### src/rtl/dae_pkg.sv
package dae_pkg;

    // Input beat: one packet byte in wire order
    typedef struct packed {
        logic [7:0] byte_value;
        logic       end_of_packet;
    } in_beat_t;

    // Output beat: one report
    typedef struct packed {
        logic [2:0]  report_kind;
        logic [15:0] report_value;
        logic [3:0]  address_byte_index;
        logic        last_of_run;
    } out_beat_t;

    // Parser result handed to the output register
    typedef struct packed {
        logic      valid;
        out_beat_t beat;
    } parse_res_t;

    // Report kinds
    localparam logic [2:0] KIND_ID       = 3'd0;
    localparam logic [2:0] KIND_NO_ANSW  = 3'd1;
    localparam logic [2:0] KIND_IPV4     = 3'd2;
    localparam logic [2:0] KIND_IPV6     = 3'd3;
    localparam logic [2:0] KIND_OTHER    = 3'd4;

    // Parse phases
    localparam logic [2:0] PH_HEADER = 3'd0;
    localparam logic [2:0] PH_QNAME  = 3'd1;
    localparam logic [2:0] PH_QFIXED = 3'd2;
    localparam logic [2:0] PH_ANSWER = 3'd3;
    localparam logic [2:0] PH_RDATA  = 3'd4;
    localparam logic [2:0] PH_IDLE   = 3'd5;

    // Rdata handling
    localparam logic [1:0] RD_SKIP = 2'd0;
    localparam logic [1:0] RD_IPV4 = 2'd1;
    localparam logic [1:0] RD_IPV6 = 2'd2;

    // Field positions
    localparam logic [3:0] POS_ID_LO     = 4'd1;
    localparam logic [3:0] POS_ANCOUNT   = 4'd7;
    localparam logic [3:0] POS_HDR_LAST  = 4'd11;
    localparam logic [3:0] POS_QF_LAST   = 4'd3;
    localparam logic [3:0] POS_TYPE_LO   = 4'd3;
    localparam logic [3:0] POS_ANS_LAST  = 4'd11;

    // Record types and address lengths
    localparam logic [15:0] TYPE_A    = 16'd1;
    localparam logic [15:0] TYPE_AAAA = 16'd28;
    localparam logic [15:0] LEN_A     = 16'd4;
    localparam logic [15:0] LEN_AAAA  = 16'd16;

endpackage

### src/rtl/dae_parser.sv
module dae_parser (
    input  logic              aclk,
    input  logic              aresetn,
    input  logic              step,
    input  dae_pkg::in_beat_t beat,
    output dae_pkg::parse_res_t res
);

    logic [2:0]  phase_reg,   phase_next;
    logic [3:0]  pos_reg,     pos_next;
    logic [15:0] answers_reg, answers_next;
    logic [15:0] type_reg,    type_next;
    logic [15:0] rdata_reg,   rdata_next;
    logic [15:0] shift_reg,   shift_next;
    logic [1:0]  rdkind_reg,  rdkind_next;
    logic [1:0]  rdkind_new;

    // Step the parser by one byte
    always_comb begin
        phase_next   = phase_reg;
        pos_next     = pos_reg;
        answers_next = answers_reg;
        type_next    = type_reg;
        rdata_next   = rdata_reg;
        rdkind_next  = rdkind_reg;
        rdkind_new   = dae_pkg::RD_SKIP;
        shift_next   = {shift_reg[7:0], beat.byte_value};
        res          = '0;

        case (phase_reg)
            dae_pkg::PH_HEADER: begin
                if (pos_reg == dae_pkg::POS_ID_LO) begin
                    res.valid                   = 1'b1;
                    res.beat.report_kind        = dae_pkg::KIND_ID;
                    res.beat.report_value       = shift_next;
                    res.beat.last_of_run        = 1'b1;
                end else if (pos_reg == dae_pkg::POS_ANCOUNT) begin
                    answers_next = shift_next;
                end
                if (pos_reg >= dae_pkg::POS_HDR_LAST) begin
                    pos_next = '0;
                    if (answers_reg == '0) begin
                        res.valid            = 1'b1;
                        res.beat.report_kind = dae_pkg::KIND_NO_ANSW;
                        res.beat.last_of_run = 1'b1;
                        phase_next           = dae_pkg::PH_IDLE;
                    end else begin
                        phase_next = dae_pkg::PH_QNAME;
                    end
                end else begin
                    pos_next = pos_reg + 4'd1;
                end
            end
            dae_pkg::PH_QNAME: begin
                // skip the question name up to its zero byte
                if (beat.byte_value == 8'd0) begin
                    pos_next   = '0;
                    phase_next = dae_pkg::PH_QFIXED;
                end
            end
            dae_pkg::PH_QFIXED: begin
                if (pos_reg >= dae_pkg::POS_QF_LAST) begin
                    pos_next   = '0;
                    phase_next = dae_pkg::PH_ANSWER;
                end else begin
                    pos_next = pos_reg + 4'd1;
                end
            end
            dae_pkg::PH_ANSWER: begin
                if (pos_reg == dae_pkg::POS_TYPE_LO) begin
                    type_next = shift_next;
                end
                if (pos_reg >= dae_pkg::POS_ANS_LAST) begin
                    rdata_next = shift_next;
                    pos_next   = '0;
                    if (type_reg == dae_pkg::TYPE_A && shift_next == dae_pkg::LEN_A) begin
                        rdkind_new = dae_pkg::RD_IPV4;
                    end else if (type_reg == dae_pkg::TYPE_AAAA &&
                                 shift_next == dae_pkg::LEN_AAAA) begin
                        rdkind_new = dae_pkg::RD_IPV6;
                    end else begin
                        rdkind_new                  = dae_pkg::RD_SKIP;
                        res.valid                   = 1'b1;
                        res.beat.report_kind        = dae_pkg::KIND_OTHER;
                        res.beat.report_value       = type_reg;
                        res.beat.last_of_run        = 1'b1;
                    end
                    rdkind_next = rdkind_new;
                    if (shift_next == '0) begin
                        // empty rdata: the answer ends here
                        answers_next = answers_reg - 16'd1;
                        rdkind_next  = dae_pkg::RD_SKIP;
                        phase_next   = (answers_reg == 16'd1) ? dae_pkg::PH_IDLE
                                                              : dae_pkg::PH_ANSWER;
                    end else begin
                        phase_next = dae_pkg::PH_RDATA;
                    end
                end else begin
                    pos_next = pos_reg + 4'd1;
                end
            end
            dae_pkg::PH_RDATA: begin
                if (rdkind_reg == dae_pkg::RD_IPV4 || rdkind_reg == dae_pkg::RD_IPV6) begin
                    res.valid                   = 1'b1;
                    res.beat.report_kind        = (rdkind_reg == dae_pkg::RD_IPV4) ?
                                                  dae_pkg::KIND_IPV4 : dae_pkg::KIND_IPV6;
                    res.beat.report_value       = {8'd0, beat.byte_value};
                    res.beat.address_byte_index = pos_reg;
                    res.beat.last_of_run        = (rdata_reg == 16'd1);
                end
                rdata_next = rdata_reg - 16'd1;
                pos_next   = pos_reg + 4'd1;
                if (rdata_reg == 16'd1) begin
                    answers_next = answers_reg - 16'd1;
                    pos_next     = '0;
                    rdkind_next  = dae_pkg::RD_SKIP;
                    phase_next   = (answers_reg == 16'd1) ? dae_pkg::PH_IDLE
                                                          : dae_pkg::PH_ANSWER;
                end
            end
            default: begin
            end
        endcase

        // end of packet: back to the header with all state cleared
        if (beat.end_of_packet) begin
            phase_next   = dae_pkg::PH_HEADER;
            pos_next     = '0;
            answers_next = '0;
            type_next    = '0;
            rdata_next   = '0;
            shift_next   = '0;
            rdkind_next  = dae_pkg::RD_SKIP;
        end

        res.valid = res.valid & step;
    end

    // Hold parser state between beats
    always_ff @(posedge aclk) begin
        if (!aresetn) begin
            phase_reg   <= dae_pkg::PH_HEADER;
            pos_reg     <= '0;
            answers_reg <= '0;
            type_reg    <= '0;
            rdata_reg   <= '0;
            shift_reg   <= '0;
            rdkind_reg  <= dae_pkg::RD_SKIP;
        end else if (step) begin
            phase_reg   <= phase_next;
            pos_reg     <= pos_next;
            answers_reg <= answers_next;
            type_reg    <= type_next;
            rdata_reg   <= rdata_next;
            shift_reg   <= shift_next;
            rdkind_reg  <= rdkind_next;
        end
    end

    // Rdata phase is only ever entered with bytes left to take
    assert property (@(posedge aclk) disable iff (!aresetn)
        phase_reg == dae_pkg::PH_RDATA |-> rdata_reg != '0)
        else $error("rdata phase with no bytes left");

    // End of packet returns the parser to header start
    assert property (@(posedge aclk) disable iff (!aresetn)
        step && beat.end_of_packet |=> phase_reg == dae_pkg::PH_HEADER && pos_reg == '0)
        else $error("end of packet did not restart the header");

    // IPv4 run closes on its fourth byte
    assert property (@(posedge aclk) disable iff (!aresetn)
        res.valid && res.beat.report_kind == dae_pkg::KIND_IPV4 |->
        res.beat.address_byte_index <= 4'd3 &&
        res.beat.last_of_run == (res.beat.address_byte_index == 4'd3))
        else $error("IPv4 byte index or last flag wrong");

    // IPv6 run closes on its sixteenth byte
    assert property (@(posedge aclk) disable iff (!aresetn)
        res.valid && res.beat.report_kind == dae_pkg::KIND_IPV6 |->
        res.beat.last_of_run == (res.beat.address_byte_index == 4'd15))
        else $error("IPv6 last flag wrong");

endmodule

### src/rtl/dae_out_reg.sv
module dae_out_reg (
    input  logic                 aclk,
    input  logic                 aresetn,
    input  logic                 load,
    input  dae_pkg::parse_res_t  res,
    output logic                 free,
    output logic                 m_valid,
    input  logic                 m_ready,
    output dae_pkg::out_beat_t   m_data
);

    logic               valid_reg;
    dae_pkg::out_beat_t data_reg;

    // Take a new result when empty or when the current one leaves
    assign free = !valid_reg || m_ready;

    always_ff @(posedge aclk) begin
        if (!aresetn) begin
            valid_reg <= 1'b0;
        end else if (load) begin
            valid_reg <= res.valid;
        end else if (m_ready) begin
            valid_reg <= 1'b0;
        end
    end

    // Payload loads only with a real result
    always_ff @(posedge aclk) begin
        if (load && res.valid) begin
            data_reg <= res.beat;
        end
    end

    assign m_valid = valid_reg;
    assign m_data  = data_reg;

endmodule

### src/rtl/dns_answer_address_extractor.sv
// DNS response answer address extractor.
// Input channel (s_valid/s_ready/s_data): one response byte per beat in wire
// order, with end_of_packet set on the packet's last byte.
// Output channel (m_valid/m_ready/m_data): at most one report per input beat:
// the response id, a "no answers" notice, IPv4/IPv6 address bytes with their
// index and a last-of-run flag, or the type of any other answer record.
// Path: each byte passes the input register, then the parser logic, then the
// result register, whose output drives m_valid; a receiver stall can hold a
// byte in either register.
// Throughput: one byte per cycle while m_ready stays high; the parser state
// update for a byte is combinational logic between the two registers.
// Reset (aresetn low, synchronous): parser returns to the header phase, both
// registers empty. An end-of-packet byte, once parsed, resets only the parser.
// Receiver stall: the result register holds its beat; the input register
// still drains into it when it empties, so s_ready drops only while both
// registers are full and m_ready is low.
module dns_answer_address_extractor (
    input  logic               aclk,
    input  logic               aresetn,
    input  logic               s_valid,
    output logic               s_ready,
    input  dae_pkg::in_beat_t  s_data,
    output logic               m_valid,
    input  logic               m_ready,
    output dae_pkg::out_beat_t m_data
);

    logic                in_valid_reg;
    dae_pkg::in_beat_t   in_data_reg;
    logic                out_free;
    logic                step;
    dae_pkg::parse_res_t res;

    // Advance the held byte whenever the result register can take it
    assign step    = in_valid_reg && out_free;
    assign s_ready = !in_valid_reg || out_free;

    always_ff @(posedge aclk) begin
        if (!aresetn) begin
            in_valid_reg <= 1'b0;
        end else if (s_ready) begin
            in_valid_reg <= s_valid;
        end
    end

    always_ff @(posedge aclk) begin
        if (s_ready && s_valid) begin
            in_data_reg <= s_data;
        end
    end

    dae_parser u_parser (
        .aclk    (aclk),
        .aresetn (aresetn),
        .step    (step),
        .beat    (in_data_reg),
        .res     (res)
    );

    dae_out_reg u_out (
        .aclk    (aclk),
        .aresetn (aresetn),
        .load    (step),
        .res     (res),
        .free    (out_free),
        .m_valid (m_valid),
        .m_ready (m_ready),
        .m_data  (m_data)
    );

endmodule
### config.mk
export PLATFORM = sky130hd
export DESIGN_NAME = dns_answer_address_extractor
export DESIGN_NICKNAME = d
export VERILOG_FILES = /design/src/rtl/dae_pkg.sv /design/src/rtl/dae_parser.sv /design/src/rtl/dae_out_reg.sv /design/src/rtl/dns_answer_address_extractor.sv
export SDC_FILE = /design/constraint.sdc
export NUM_CORES = 1
export LEC_CHECK = 0
export ABC_AREA = 1
export BUFFER_PORTS_ARGS = -buffer_cell sky130_fd_sc_hd__buf_2
export CORE_UTILIZATION = 40
export CTS_CLUSTER_DIAMETER = 30
export CTS_CLUSTER_SIZE = 20
export DETAILED_ROUTE_END_ITERATION = 8
export GPL_ROUTABILITY_DRIVEN = 0
export SYNTH_ARGS = -nofsm -noshare
export SYNTH_HDL_FRONTEND = slang
export SYNTH_SLANG_ARGS = --single-unit
### constraint.sdc
create_clock -name aclk -period 6.07 [get_ports aclk]
set_input_delay 1.214 -clock aclk [delete_from_list [all_inputs] [get_ports aclk]]
set_output_delay 1.214 -clock aclk [all_outputs]
set_load 0.03 [all_outputs]
==> reports/results.tsv <==
stage	metric	value	unit
floorplanning	num_io_pins	39	
clock_tree	clk_pin_slew	0.07	ns
logic_synthesis	ys_seq_elements	100	
placed_design	port_buffers	38	
grt	grt_pass1_vias	4839	
setup_path	cp-start-kind	input port	
logic_synthesis	synth_edf_count	33	
sta	slew_violations	0	
logic_synthesis	synthesis.area	5420	um2
logic_synthesis	yosysTopAreaCellShare	0.248	
logic_synthesis	async_reset_ff_frac	0	
floorplanning	initial_core_util	0.409	
setup_path	crit_type	input port to register	
logic_synthesis	yosysUniqueCellTypes	33	
sta	setup_tns	0	ns
setup_path	required	6.30	ns
logic_synthesis	synth_top_area_cell	dfxtp_1	
final_layout	diodes	0	
drt	final_antenna_net_count	0	
sta	min_period_over_period	0.510	
sta	fin_crit	3.10	ns
logic_synthesis	yosysSeqAreaShare	0.431	
logic_synthesis	yosysMostFrequentCell	nand2_1	
drt	drt_iter0_drc	530	
final_layout	largest_register_ffs	24	
logic_synthesis	yosys-top-cells-count	nand2_1 (187), nor2_1 (126), inv_1 (95), a21oi_1 (67), dfxtp_1 (67)	
outcome	status	finished, final reports clean	
floorplanning	core-area	13200	um2
floorplanning	die-area	14000	um2
power_and_ir_drop	powerDensity	254	nW/um2
sta	max_slew.worst_pin.slew	1.15	ns
logic_synthesis	synth_warnings	0	
sta	setup_viol	0	
final_layout	fin_nets	827	
sta	skew	0.00633	ns
floorplanning	fp.dieW	118	um
logic_synthesis	synth_nets	798	
grt	antenna_found_initial	0	
final_layout	final_cells	987	
floorplanning	fp-row-count	42	
clock_tree	clockBufferDepth	2	
logic_synthesis	synth_ff_type	dfxtp_1	
grt	grt_first_pass_wirelength	23700	um
run	max_cap_viol_count	0	
clock_tree	postCtsHoldBufs	0	
setup_path	cp_max_fo	34	
logic_synthesis	synthTopCellsByArea	dfxtp_1 (25%), edfxtp_1 (18%), nand2_1 (13%)	
final_layout	regArea	2330	um2
placed_design	placed_cells	971	
drt	wl	14600	um
power_and_ir_drop	power.total	1520	uW
clock_tree	cts_sinks	100	
clock_tree	cts_setup_buffers	0	
drt	wl_per_cell	14.8	um
setup_path	crit_arrival	3.33	ns
power_and_ir_drop	power_leakage	0.00265	uW
grt	grt_use_total	0.215	
final_layout	multi_input_area	2600	um2
sta	final_hold_viol_count	0	
clock_tree	worst_skew_pair.late_latency	0.34	ns
clock_tree	post_cts_resized	0	
logic_synthesis	syn_avg_cell_area	6.97	um2
grt	grt_max_degree	35	
sta	max_freq	323	MHz
min_path	hold_class	register to register	
clock_tree	clock-root-buffer	clkbuf_16	
drt	vias_per_cell	5.19	
placed_design	dp_hpwl	10600	um
drt	drcViolationCount	0	
floorplanning	die-height	118	um
logic_synthesis	synthCells	777	
power_and_ir_drop	peakVddDrop	0.000147	V
final_layout	fillCellCount	1344	
clock_tree	cts_made_buffers	9	
clock_tree	ctsHtreeMaxLevel	3	
setup_path	critPathCaptureType	register	
sta	worst_hold_slack	0.483	ns
drt	firstDrtPassIters	6	
drt	vias	5127	
final_layout	area_growth	10.9	%
final_layout	drive_gt1_frac	0.0974	
clock_tree	cts_tree	yes	
sta	relSlewSlack	0.229	
grt	gr-total-overflow	0	
sta	rsz0062_at_grt	false	
-- worst max-delay path: stages --
cell	delay (ns)
buf_2	0.47
clkinv_1	1.08
a211oi_1	0.55
-- worst paths after layout --
path                                       startpoint                    end  slack [ns]  cells after the start
worst max-delay path                          aresetn   u_parser.type_reg[3]        2.97                      3
worst min-delay path            u_parser.type_reg[15]  u_parser.type_reg[15]        0.48                      2
worst max register to register    u_parser.pos_reg[0]       u_out.m_data[12]        3.15                      7
worst min register to register  u_parser.type_reg[15]  u_parser.type_reg[15]        0.48                      2
-- cell families (layout without fill, tap and decap cells) --
kind of cell | count (synthesis) | count (layout) | share of synthesized area
adders and majority gates | 8 | 8 | 0.0185
xor gates and xnor gates | 5 | 5 | 0.00809
AOI/OAI and AO/OA | 161 | 161 | 0.161
buffers and inverters | 123 | 157 | 0.0899
and+or+nand+nor | 380 | 380 | 0.292
DFF | 100 | 100 | 0.431
-- where the power goes --
| group | total [uW] | switching [uW] | internal (uW) |
|---|---|---|---|
| combinational | 249 | 175 | 73.3 |
| sequential | 733 | 17.8 | 715 |
| clock | 542 | 261 | 282 |
-- placed cells by master, fill, tap and decap left out, types with 2 or more instances in the layout --
cell / instances
xnor2_1: 2
a211oi_1: 3
dfxtp_1: 67
clkbuf_16: 9
o211ai_1: 3
a21oi_1: 67
o22ai_1: 22
o21ai_0: 52
nor2_1: 126
nor2_4: 2
edfxtp_1: 33
nand2_2: 2
nand4_1: 4
nand3_2: 7
o21ai_1: 7
inv_2: 6
xor2_1: 3
nand2_1: 187
ha_1: 8
nand3b_1: 3
inv_6: 2
nand3_1: 41
nor2_2: 2
buf_2: 38
nor3_1: 2
inv_1: 95
a21oi_2: 5
and2_1: 2
-- stage by stage --
stage / utilization / setup slack, ns / instance area (um2)
global route: 0.453 / 2.77 / 6000
CTS: 0.453 / 2.99 / 6000
finish: 0.453 / 2.97 / 6000
floorplan: - / 3.32 / 5420
detailed placement: 0.433 / 2.61 / 5730
global placement: 0.433 / 2.76 / 5730
-- cell type report --
| cell class | instances | area share |
|---|---|---|
| multi-input combinational | 554 | 0.432 |
| sequential | 100 | 0.388 |
| inverter | 102 | 0.0638 |
| clock buffer | 10 | 0.0381 |
| tap | 176 | 0.0367 |
| timing repair buffer | 39 | 0.0329 |
| clock inverter | 6 | 0.00750 |
-- layer usage --
layer / GRT usage / vias up / part of all wire
met5: 0 / - / 0
met4: 0.0938 / 0 / 0.028
met3: 0.0352 / 23 / 0.070
met2: 0.351 / 177 / 0.46
met1: 0.280 / 2341 / 0.44
li1: - / 2586 / -
Note: power is estimated with default switching activity, not from simulation.
